==> src/assert_macros.svh <==
// ----------------------------------------------------------------------------
// Assertion macros
// Clocked assertion forms, reset-gated or not, shared by the RTL.
// ----------------------------------------------------------------------------
`ifndef ASSERT_MACROS_SVH
`define ASSERT_MACROS_SVH

// assert prop at every rising clk edge outside reset
`define ASSERT_CLK(label, prop, msg) \
	label: assert property (@(posedge clk) disable iff (!arst_n) (prop)) \
		else $error(msg);

// assert prop at every rising clk edge, reset included
`define ASSERT_ALWAYS(label, prop, msg) \
	label: assert property (@(posedge clk) (prop)) else $error(msg);

`endif

==> src/ccg_pkg.sv <==
// ----------------------------------------------------------------------------
// ccg_pkg
// Widths, register codes and gradient tables of the color cycle gradient.
// ----------------------------------------------------------------------------
package ccg_pkg;

	localparam int FRAME_W  = 32;
	localparam int COLOR_W  = 32;
	localparam int PERIOD_W = 16;
	localparam int MODE_W   = 2;
	localparam int INDEX_W  = 2;
	localparam int SEG_W    = 3;
	localparam int DIV_W    = 19;
	localparam int PROD_W   = PERIOD_W + 8;
	localparam int CH_W     = 8;
	localparam int NCH      = 4;
	localparam int DIV_STEPS  = FRAME_W;
	localparam int QUOT_STEPS = CH_W;
	localparam int LATENCY    = DIV_STEPS + QUOT_STEPS + 4;

	typedef logic [MODE_W-1:0]   mode_t;
	typedef logic [PERIOD_W-1:0] period_t;
	typedef logic [SEG_W-1:0]    seg_t;
	typedef logic [NCH-1:0]      chmask_t;

	typedef enum logic [INDEX_W-1:0] {
		REG_CYCLE_MODE     = 2'd0,
		REG_SEGMENT_PERIOD = 2'd1
	} reg_index_t;

	typedef enum logic [MODE_W-1:0] {
		MODE_THREE_HUE = 2'd0,
		MODE_RAINBOW   = 2'd1,
		MODE_PULSE     = 2'd2,
		MODE_RAINBOW_B = 2'd3
	} mode_code_t;

	localparam mode_t   CYCLE_MODE_RST     = MODE_RAINBOW;
	localparam period_t SEGMENT_PERIOD_RST = 16'd100;

	// channel masks: bit 3 alpha, bit 2 red, bit 1 green, bit 0 blue
	localparam chmask_t THREE_FROM [3] = '{4'b1101, 4'b1110, 4'b1011};
	localparam chmask_t THREE_TO   [3] = '{4'b1011, 4'b1101, 4'b1110};
	localparam chmask_t RAIN_FROM  [6] = '{4'b1001, 4'b1011, 4'b1010,
	                                       4'b1110, 4'b1100, 4'b1101};
	localparam chmask_t RAIN_TO    [6] = '{4'b1011, 4'b1010, 4'b1110,
	                                       4'b1100, 4'b1101, 4'b1001};
	localparam chmask_t PULSE_FROM [2] = '{4'b1111, 4'b1000};
	localparam chmask_t PULSE_TO   [2] = '{4'b1000, 4'b1111};

	function automatic seg_t seg_count(mode_t mode);
		unique case (mode)
			MODE_THREE_HUE: seg_count = 3'd3;
			MODE_PULSE:     seg_count = 3'd2;
			default:        seg_count = 3'd6;
		endcase
	endfunction

	function automatic chmask_t grad_mask(mode_t mode, seg_t seg, logic to_side);
		chmask_t m;
		m = '0;
		unique case (mode)
			MODE_THREE_HUE: begin
				if (seg < 3'd3) m = to_side ? THREE_TO[seg[1:0]] : THREE_FROM[seg[1:0]];
			end
			MODE_PULSE: begin
				if (seg < 3'd2) m = to_side ? PULSE_TO[seg[0]] : PULSE_FROM[seg[0]];
			end
			default: begin
				if (seg < 3'd6) m = to_side ? RAIN_TO[seg] : RAIN_FROM[seg];
			end
		endcase
		return m;
	endfunction

endpackage

==> src/color_cycle_gradient.sv <==
// ----------------------------------------------------------------------------
// color_cycle_gradient
// Maps a frame count to an ARGB color blended along a cyclic gradient.
// ----------------------------------------------------------------------------
// Throughput: one item per cycle; busy stays low and results never stall.
// Latency is set by the 32 bit-serial stages of the cycle-position remainder
// plus 8 stages of the blend-weight quotient.
// Reset clears all valid bits and loads cycle_mode 1 and segment_period 100.
module color_cycle_gradient (
	input  logic                          clk,
	input  logic                          arst_n,
	input  logic                          start,
	output logic                          busy,
	input  logic [ccg_pkg::FRAME_W-1:0]   frame_count,
	output logic                          done,
	output logic [ccg_pkg::COLOR_W-1:0]   color_out,
	input  logic                          cfg_we,
	input  logic [ccg_pkg::INDEX_W-1:0]   cfg_index,
	input  logic [ccg_pkg::PERIOD_W-1:0]  cfg_wdata
);

`include "assert_macros.svh"

	localparam int DS = ccg_pkg::DIV_STEPS;
	localparam int QS = ccg_pkg::QUOT_STEPS;
	localparam int DW = ccg_pkg::DIV_W;
	localparam int PW = ccg_pkg::PERIOD_W;

	ccg_pkg::mode_t   cycle_mode_q;
	ccg_pkg::period_t segment_period_q;

	always_ff @(posedge clk or negedge arst_n) begin
		if (!arst_n) begin
			cycle_mode_q     <= ccg_pkg::CYCLE_MODE_RST;
			segment_period_q <= ccg_pkg::SEGMENT_PERIOD_RST;
		end else if (cfg_we) begin
			unique case (cfg_index)
				ccg_pkg::REG_CYCLE_MODE:     cycle_mode_q <= cfg_wdata[ccg_pkg::MODE_W-1:0];
				ccg_pkg::REG_SEGMENT_PERIOD: segment_period_q <= cfg_wdata;
				default: ;
			endcase
		end
	end

	// derived divisors
	ccg_pkg::period_t t_eff;
	logic [DW-1:0]    t1, t2, t3, t4, t5, cyc_len;
	ccg_pkg::seg_t    nseg;

	assign t_eff = (segment_period_q == '0) ? PW'(1) : segment_period_q;
	assign t1    = DW'(t_eff);
	assign t2    = t1 << 1;
	assign t3    = t1 + t2;
	assign t4    = t1 << 2;
	assign t5    = t4 + t1;
	assign nseg  = ccg_pkg::seg_count(cycle_mode_q);

	always_comb begin
		unique case (nseg)
			3'd2:    cyc_len = t2;
			3'd3:    cyc_len = t3;
			default: cyc_len = t3 << 1;
		endcase
	end

	assign busy = 1'b0;

	// frame_count mod cycle length, one bit per stage
	logic                        dvld_s [DS+1];
	logic [DW-1:0]               drem_s [DS+1];
	logic [ccg_pkg::FRAME_W-1:0] ddvd_s [DS+1];

	always_ff @(posedge clk or negedge arst_n) begin
		if (!arst_n) dvld_s[0] <= 1'b0;
		else         dvld_s[0] <= start && !busy;
	end

	always_ff @(posedge clk) begin
		ddvd_s[0] <= frame_count;
		drem_s[0] <= '0;
	end

	for (genvar k = 1; k <= DS; k++) begin : g_div
		logic [DW:0] trial;
		logic        ge;

		assign trial = {drem_s[k-1], ddvd_s[k-1][ccg_pkg::FRAME_W-1]};
		assign ge    = trial >= {1'b0, cyc_len};

		always_ff @(posedge clk or negedge arst_n) begin
			if (!arst_n) dvld_s[k] <= 1'b0;
			else         dvld_s[k] <= dvld_s[k-1];
		end

		always_ff @(posedge clk) begin
			drem_s[k] <= ge ? DW'(trial - {1'b0, cyc_len}) : DW'(trial);
			ddvd_s[k] <= ddvd_s[k-1] << 1;
		end
	end

	// segment select and offset within segment
	logic [DW-1:0]    x;
	ccg_pkg::seg_t    seg_c;
	logic [DW-1:0]    base_c;
	logic             vld_s34;
	ccg_pkg::seg_t    seg_s34;
	ccg_pkg::period_t m_s34;

	assign x = drem_s[DS];

	always_comb begin
		priority if (x >= t5) begin
			seg_c = 3'd5; base_c = t5;
		end else if (x >= t4) begin
			seg_c = 3'd4; base_c = t4;
		end else if (x >= t3) begin
			seg_c = 3'd3; base_c = t3;
		end else if (x >= t2) begin
			seg_c = 3'd2; base_c = t2;
		end else if (x >= t1) begin
			seg_c = 3'd1; base_c = t1;
		end else begin
			seg_c = 3'd0; base_c = '0;
		end
	end

	always_ff @(posedge clk or negedge arst_n) begin
		if (!arst_n) vld_s34 <= 1'b0;
		else         vld_s34 <= dvld_s[DS];
	end

	always_ff @(posedge clk) begin
		seg_s34 <= seg_c;
		m_s34   <= PW'(x - base_c);
	end

	// 255 * m / T, one quotient bit per stage
	logic                  qvld_s [QS+1];
	ccg_pkg::seg_t         qseg_s [QS+1];
	logic [PW-1:0]         qrem_s [QS+1];
	logic [QS-1:0]         qlow_s [QS+1];
	logic [QS-1:0]         qquo_s [QS+1];
	logic [ccg_pkg::PROD_W-1:0] prod;

	assign prod = {m_s34, 8'd0} - ccg_pkg::PROD_W'(m_s34);

	always_ff @(posedge clk or negedge arst_n) begin
		if (!arst_n) qvld_s[0] <= 1'b0;
		else         qvld_s[0] <= vld_s34;
	end

	always_ff @(posedge clk) begin
		qseg_s[0] <= seg_s34;
		qrem_s[0] <= prod[ccg_pkg::PROD_W-1:QS];
		qlow_s[0] <= prod[QS-1:0];
		qquo_s[0] <= '0;
	end

	for (genvar k = 1; k <= QS; k++) begin : g_quot
		logic [PW:0] trial;
		logic        ge;

		assign trial = {qrem_s[k-1], qlow_s[k-1][QS-1]};
		assign ge    = trial >= {1'b0, t_eff};

		always_ff @(posedge clk or negedge arst_n) begin
			if (!arst_n) qvld_s[k] <= 1'b0;
			else         qvld_s[k] <= qvld_s[k-1];
		end

		always_ff @(posedge clk) begin
			qseg_s[k] <= qseg_s[k-1];
			qrem_s[k] <= ge ? PW'(trial - {1'b0, t_eff}) : PW'(trial);
			qlow_s[k] <= qlow_s[k-1] << 1;
			qquo_s[k] <= {qquo_s[k-1][QS-2:0], ge};
		end
	end

	// blend channels
	logic [QS:0]      ceil_w;
	logic [QS-1:0]    inv_w;
	logic [QS-1:0]    quo;
	ccg_pkg::chmask_t from_m, to_m;
	logic [ccg_pkg::COLOR_W-1:0] color_c;

	assign quo    = qquo_s[QS];
	assign ceil_w = {1'b0, quo} + (QS+1)'(qrem_s[QS] != '0);
	assign inv_w  = QS'((QS+1)'(255) - ceil_w);
	assign from_m = ccg_pkg::grad_mask(cycle_mode_q, qseg_s[QS], 1'b0);
	assign to_m   = ccg_pkg::grad_mask(cycle_mode_q, qseg_s[QS], 1'b1);

	always_comb begin
		for (int c = 0; c < ccg_pkg::NCH; c++) begin
			color_c[c*ccg_pkg::CH_W +: ccg_pkg::CH_W] =
				(from_m[c] ? inv_w : '0) + (to_m[c] ? quo : '0);
		end
	end

	always_ff @(posedge clk or negedge arst_n) begin
		if (!arst_n) done <= 1'b0;
		else         done <= qvld_s[QS];
	end

	always_ff @(posedge clk) begin
		color_out <= color_c;
	end

	`ASSERT_CLK(a_latency, start && !busy |-> ##(ccg_pkg::LATENCY) done, "item result missing")
	`ASSERT_CLK(a_no_phantom, done |-> $past(start && !busy, ccg_pkg::LATENCY), "result without item")
	`ASSERT_CLK(a_mid_pipe, vld_s34 |-> ##(QS+2) done, "item lost after segment select")
	`ASSERT_ALWAYS(a_never_busy, !busy, "busy raised")

endmodule

==> config.mk <==
export PLATFORM = sky130hd
export DESIGN_NAME = color_cycle_gradient
export DESIGN_NICKNAME = d
export VERILOG_FILES = /design/src/ccg_pkg.sv /design/src/color_cycle_gradient.sv
export VERILOG_INCLUDE_DIRS = /design/src /design/src/src
export SDC_FILE = /design/constraint.sdc
export NUM_CORES = 2
export LEC_CHECK = 0
export BUFFER_PORTS_ARGS = -buffer_cell sky130_fd_sc_hd__buf_2
export CAP_MARGIN = 25
export CORE_MARGIN = 5
export CORE_UTILIZATION = 64
export DETAILED_ROUTE_END_ITERATION = 12
export PLACE_DENSITY = 0.81
export SLEW_MARGIN = 20
export SYNTH_ARGS = -nofsm -noshare
export SYNTH_HDL_FRONTEND = slang
export SYNTH_SLANG_ARGS = --single-unit
==> constraint.sdc <==
create_clock -name clk -period 8.66 [get_ports clk]
set_input_delay 1.732 -clock clk [delete_from_list [all_inputs] [get_ports clk]]
set_output_delay 1.732 -clock clk [all_outputs]
set_load 0.02 [all_outputs]
* After elaboration in Yosys (flattened, before gate mapping) *
Memories as Yosys holds them, arrays and structs flattened.
Index checks and enable logic that the tools add are counted.

word-level totals
  bits in registers = 113
  memory bits (writable) = 1,998
  bits in read-only memories = 64
  input port bits = 54
  memories kept = 8

memory list
  memory           words  bits a word  read ports  clocked after memory_dff  wr ports  line                         source
  ddvd_s           33     32           32          0                         33        color_cycle_gradient.sv:71   logic [ccg_pkg::FRAME_W-1:0] ddvd_s [DS+1];
  drem_s           33     19           33          0                         33        color_cycle_gradient.sv:70   logic [DW-1:0] drem_s [DS+1];
  qrem_s           9      16           9           0                         9         color_cycle_gradient.sv:140  logic [PW-1:0] qrem_s [QS+1];
  qlow_s           9      8            8           0                         9         color_cycle_gradient.sv:141  logic [QS-1:0] qlow_s [QS+1];
  qquo_s           9      8            9           0                         9         color_cycle_gradient.sv:142  logic [QS-1:0] qquo_s [QS+1];
  (no name shown)  8      4            1           0                         0         ccg_pkg.sv:70                if (seg < 3'd6) m = to_side ? RAIN_TO[seg] : RAIN_FROM[seg];
  2 more memories  --     --           --          --                        --        --

cells by class
  add/subtract/negate cells = 50
  $lt $le $gt $ge = 51
  equal/unequal tests = 4
  multiplexer cells = 84
  bitwise gates (word level) = 3
  reductions and logical operators = 7

operators by type and width
  operator                                          count
  20-bit by 19-bit >= comparator with 1-bit output  32
  19-bit 2-to-1 mux                                 32
  19-bit subtractor                                 32
  16-bit 2-to-1 mux                                 14
  16-bit subtractor                                 9
  17-bit by 16-bit >= comparator with 1-bit output  8
  4-bit 2-to-1 mux                                  18
  8-bit 2-to-1 mux                                  8
  19-bit by 18-bit >= comparator with 1-bit output  2
  19-bit case mux with 2 select lines               1
  8-bit adder                                       4
  24-bit by 16-bit subtractor with 24-bit output    1
  18-bit by 16-bit adder with 19-bit output         1
  19-bit by 16-bit >= comparator with 1-bit output  1
  19-bit by 17-bit >= comparator with 1-bit output  1
  19-bit >= comparator                              1
  16-bit by 17-bit adder with 18-bit output         1
  4-bit binary-select mux with 2-bit select         2
  16-bit logical NOT                                1
  4-bit case mux with 2 select lines                2
  16-bit nonzero test                               1
  3-bit 2-to-1 mux                                  4
  8-bit by 1-bit adder with 8-bit output            1
  8-bit subtractor (first input constant)           1
  other kinds (16)                                  21

* Logic depth before layout (Yosys ltp) *
  depth after elaboration = 9
  gate-level depth with buffers = 39
  gate-level depth less buffers = 36

* Least setup slack after synthesis *
OpenSTA, ideal clock, no wires.

  path kind = flip-flop to flip-flop
  start = register segment_period_q[2]
  end = memory drem_s[0][142] (netlist name)
  library setup time = 0.121 ns
  arrival time = 7.807 ns
  required time = 8.539 ns
  slack = 0.731 ns
  cell stages (with the launch flop) = 26
  path buffers = 4
  cells stage by stage = dfstp_2 -> inv_1 -> ha_1 -> and3_1 -> nand3_1 -> clkbuf_1 -> clkbuf_1 -> nand2_1 -> inv_1 -> ha_1 -> nand4_1 -> and2_1 -> xnor2_1 -> a222oi_1 -> ha_1 -> a21o_1 -> a221oi_2 -> o21ai_2 -> a221oi_2 -> o21ai_2 -> nor3_2 -> o21bai_1 -> a211o_1 -> buf_6 -> buf_12 -> mux2_4

RTL lines
  element                   line                        source
  start: declaration        color_cycle_gradient.sv:30  ccg_pkg::period_t segment_period_q;
  start signal: assignment  color_cycle_gradient.sv:35  segment_period_q <= ccg_pkg::SEGMENT_PERIOD_RST;
  start signal: assignment  color_cycle_gradient.sv:39  ccg_pkg::REG_SEGMENT_PERIOD: segment_period_q <= cfg_wdata;
  end: declaration          color_cycle_gradient.sv:70

* Worst setup path after layout *
  start = register segment_period_q[15]
  end = register m_s34[14]

on the way
  word-level cells in the longest chain between the ends = 9

ends and longest elaborated chain
  element                                                                                                   line                         source
  16-bit logical NOT                                                                                        color_cycle_gradient.sv:50   assign t_eff = (segment_period_q == '0) ? PW'(1) : segment_period_q;
  16-bit 2-to-1 mux (*)                                                                                     color_cycle_gradient.sv:50
  parallel branches: the longest is 5 deep, another holds 19-bit by 18-bit >= comparator with 1-bit output  --
  16-bit 2-to-1 mux (*)                                                                                     color_cycle_gradient.sv:112  priority if (x >= t5) begin
  16-bit subtractor (*)                                                                                     color_cycle_gradient.sv:134  m_s34 <= PW'(x - base_c);
  end signal: assignment                                                                                    color_cycle_gradient.sv:134
  end: declaration                                                                                          color_cycle_gradient.sv:107  ccg_pkg::period_t m_s34;

Every way passes the cells marked *.
A chain may end at the register's enable or synchronous reset.

==> impl_summary.txt <==
----------------------------------------------------
[Run status]
  Outcome ... complete, no violations

[Clock network]
  TritonCTS buffer count ... 151
  TritonCTS clock tree ... built
  Insertion delay to the later sink of the worst-skew pair ... 0.79 ns
  Clock-pin slew on the worst setup and hold paths ... 0.07 ns
  Maximum buffer depth of the clock tree ... 3
  H-tree depth ... 4
  Num Clock Sinks ... 1492
  Root Buffer Master ... sky130_fd_sc_hd__clkbuf_16
  Post-CTS setup repair buffer count ... 0

[Global route]
  First-pass GRT wire length ... 312000 um
  All-Layer GR Usage ... 0.288
  Remaining global-route overflow ... 0
  Maximum number of pins on one net before global-route repair ... 63
  Initial antenna violation count ... 3
  Via count of the first global-routing pass ... 62200

[Yosys]
  Proportion of netlist area held by the largest area contributor ... 0.364
  Post-synth design cell area ... 78600 um^2
  Cells taking the most area after synthesis ... sky130_fd_sc_hd__dfxtp_1 36%, sky130_fd_sc_hd__ha_1 14%, sky130_fd_sc_hd__mux2_2 5.4%
  Main flop type after synthesis ... sky130_fd_sc_hd__dfxtp_1
  Synthesized area per cell ... 9.49 um^2
  Sequential share of the synthesized area ... 0.384
  Synthesized instance count ... 8284
  Number of enable-type register cells in the synthesized netlist ... 0
  Register bit count reported by yosys ... 1492
  Post-synthesis net count ... 9281
  Fraction of registers with async set/reset ... 0.0416
  Yosys top cell by area ... sky130_fd_sc_hd__dfxtp_1
  Synthesis Warnings ... 0
  Unique masters post-synth ... 102

[STA]
  Endpoints failing setup ... 0
  Final worst path period share ... 0.912
  Final sum of negative setup slack ... 0 ns
  Slack of the critical path ... 0.761 ns
  Tightest hold margin ... 0.314 ns
  Post-route clock skew ... 0.0263 ns
  Number of endpoints with negative hold slack in the final report ... 0
  Final Max Slew Viols ... 0
  Setup repair after global routing missed its margin ... no
  Minimum period implied by the final worst setup slack ... 7.90 ns
  Least-Margin Pin Slew ... 1.12 ns
  Rel. slew slack ... 0.253
  Highest attainable clock frequency ... 0.127 GHz

[Layout]
  Share of post-route cells with drive strength above 1 ... 0.117
  Multi-input combinational cell area ... 46600 um^2
  Leading cell types in the layout, fill and taps excluded ... 1430 x sky130_fd_sc_hd__dfxtp_1, 897 x sky130_fd_sc_hd__ha_1, 806 x sky130_fd_sc_hd__a21oi_1
  Total of fill cells in the finished design ... 8843
  Antenna diodes ... 0
  Net count, final ... 9484
  Layout overhead on the synthesized area ... 10.2%
  FF+latch area ... 30200 um^2
  Most frequent standard cell in the layout excluding fill and tap cells ... sky130_fd_sc_hd__dfxtp_1
  Summed area of non-filler cells in the final layout ... 86600 um^2

[Drt]
  Vias per std cell ... 6.10
  Mean routed wirelength per cell ... 18.9 um
  Number of vias after detailed routing ... 62400
  Wirelength, routed ... 193000 um
  1st-iter DRT viols ... 4909
  DRC violations left ... 0
  Antenna-violating nets left ... 0
  Initial DRT Pass Iterations ... 6

[Critical path]
  WP data arrival ... 8.57 ns
  Type of the worst setup path ... flop to flop
  Cell family with most CP delay ... compound AO/OA/AOI/OAI gates
  Worst Setup Start Kind ... flop
  Cell with the biggest individual delay on the critical path ... sky130_fd_sc_hd__a2111oi_1
  Critical path data required time ... 9.33 ns
  Largest driver fanout on the critical path ... 13
  Buffers plus inverters on the worst setup path ... 3
  Nature of the critical path endpoint ... flop
  Delay of the slowest cell on the worst path ... 0.59 ns

[Placed design]
  Final HPWL DP ... 140000 um
  IO Port Bufs ... 86
  DP Area ... 81400 um^2
  Post-Place Worst Slack ... 0.723 ns
  RD Place Congestion ... 0.942

[Floorplanning]
  Number of primary I/O pins ... 88
  Die Ht ... 360 um
  Floorplan die width ... 360 um
  Number of standard-cell rows in the floorplan ... 128
  Initial Util ... 0.645
  Total die area ... 130000 um^2
  Placeable core region ... 122000 um^2

[Worst hold path]
  Path type of the worst min-delay path ... flop to flop

[Run]
  Max-capacitance violation count ... 0

----------------------------------------------------
==> cells in the mapped netlist, types with 70 or more instances <==
cell	count
sky130_fd_sc_hd__a211oi_1	87
sky130_fd_sc_hd__a21o_1	195
sky130_fd_sc_hd__a21oi_1	820
sky130_fd_sc_hd__and3_1	70
sky130_fd_sc_hd__clkbuf_1	89
sky130_fd_sc_hd__dfxtp_1	1430
sky130_fd_sc_hd__ha_1	897
sky130_fd_sc_hd__inv_1	362
sky130_fd_sc_hd__mux2_2	380
sky130_fd_sc_hd__nand2_1	403
sky130_fd_sc_hd__nand2b_1	105
sky130_fd_sc_hd__nand3_1	146
sky130_fd_sc_hd__nand4_1	117
sky130_fd_sc_hd__nor2_1	677
sky130_fd_sc_hd__nor2b_1	77
sky130_fd_sc_hd__nor3_1	212
sky130_fd_sc_hd__o21a_1	105
sky130_fd_sc_hd__o21ai_0	381
sky130_fd_sc_hd__o21bai_1	78
sky130_fd_sc_hd__o31ai_1	74
sky130_fd_sc_hd__or2_2	74
sky130_fd_sc_hd__xnor2_1	412
sky130_fd_sc_hd__xor2_1	210
==> stage by stage <==
step	instances	utilization
final	10200	0.711
after global routing	10200	0.711
after CTS	10200	0.710
after detailed placement	9956	0.668
after global placement	9954	0.668
after floorplan	8284	-
==> final cells by class <==
| type | instances | area share |
|---|---|---|
| flip-flops and latches | 1492 | 0.348 |
| repair buffers | 191 | 0.0151 |
| well taps | 1625 | 0.0235 |
| multi-input cells | 6285 | 0.538 |
| inverters | 366 | 0.0159 |
| clock inverters | 80 | 0.0114 |
| clock buffers | 193 | 0.0480 |
==> worst reg2reg max path, delay by kind of cell (launching register included) <==
| kind | cells | cell delay [ns] |
|---|---|---|
| compound gates | 12 | 2.86 |
| fa+ha+maj | 5 | 1.57 |
| buf+inv | 3 | 0.36 |
| flops | 1 | 0.50 |
| simple gates | 10 | 2.23 |
| xor+xnor | 1 | 0.28 |
==> routing by layer <==
metal  routed length (um)  vias to the layer above  track usage
li1                     -                    30400            -
met3                11500                      488       0.0418
met5                    0                        -            0
met4                 6980                        0        0.106
met1                83100                    29500        0.367
met2                91800                     1900        0.499
==> cell families (layout without fill, tap and decap cells) <==
kind of cell / count (synthesis) / count (layout) / synth area share
buffers and inverters: 507 / 830 / 0.0257
other: 1 / 1 / 0.0000477
DFF: 1492 / 1492 / 0.384
and+or+nand+nor: 2116 / 2116 / 0.130
AOI/OAI and AO/OA: 2173 / 2173 / 0.175
xor gates and xnor gates: 622 / 622 / 0.0693
adders and majority gates: 943 / 943 / 0.155
muxes: 430 / 430 / 0.0614
==> final timing paths <==
check                                startpoint                    to  slack, ns  cells past startpoint
max                        segment_period_q[15]             m_s34[14]       0.76                     31
max in group asynchronous                arst_n             dvld_s[6]       7.04                      2
min in group asynchronous                arst_n  segment_period_q[14]       1.11                      2
min reg2reg                        qquo_s[2][1]          qquo_s[3][2]       0.31                      0
max reg2reg                segment_period_q[15]             m_s34[14]       0.76                     31
min                                qquo_s[2][1]          qquo_s[3][2]       0.31                      0
==> repair_timing <==
action | CTS | global route
setup endpoints to repair | 0 | 3
resized for setup | 0 | 2
hold buffers | 0 | 0
==> sequential cells by signal, summed over array words and instances, names as in the netlist <==
name,count
drem_s,608
ddvd_s,528
qrem_s,144
qlow_s,36
qquo_s,36
dvld_s,33
color_out,32
qseg_s,27
m_s34,16
segment_period_q,16
qvld_s,9
seg_s34,3
cycle_mode_q,2
done,1
vld_s34,1
Power is left out: the tool's default activity adds up to more than one toggle a clock period on the data nets, which glitch-free logic cannot reach.
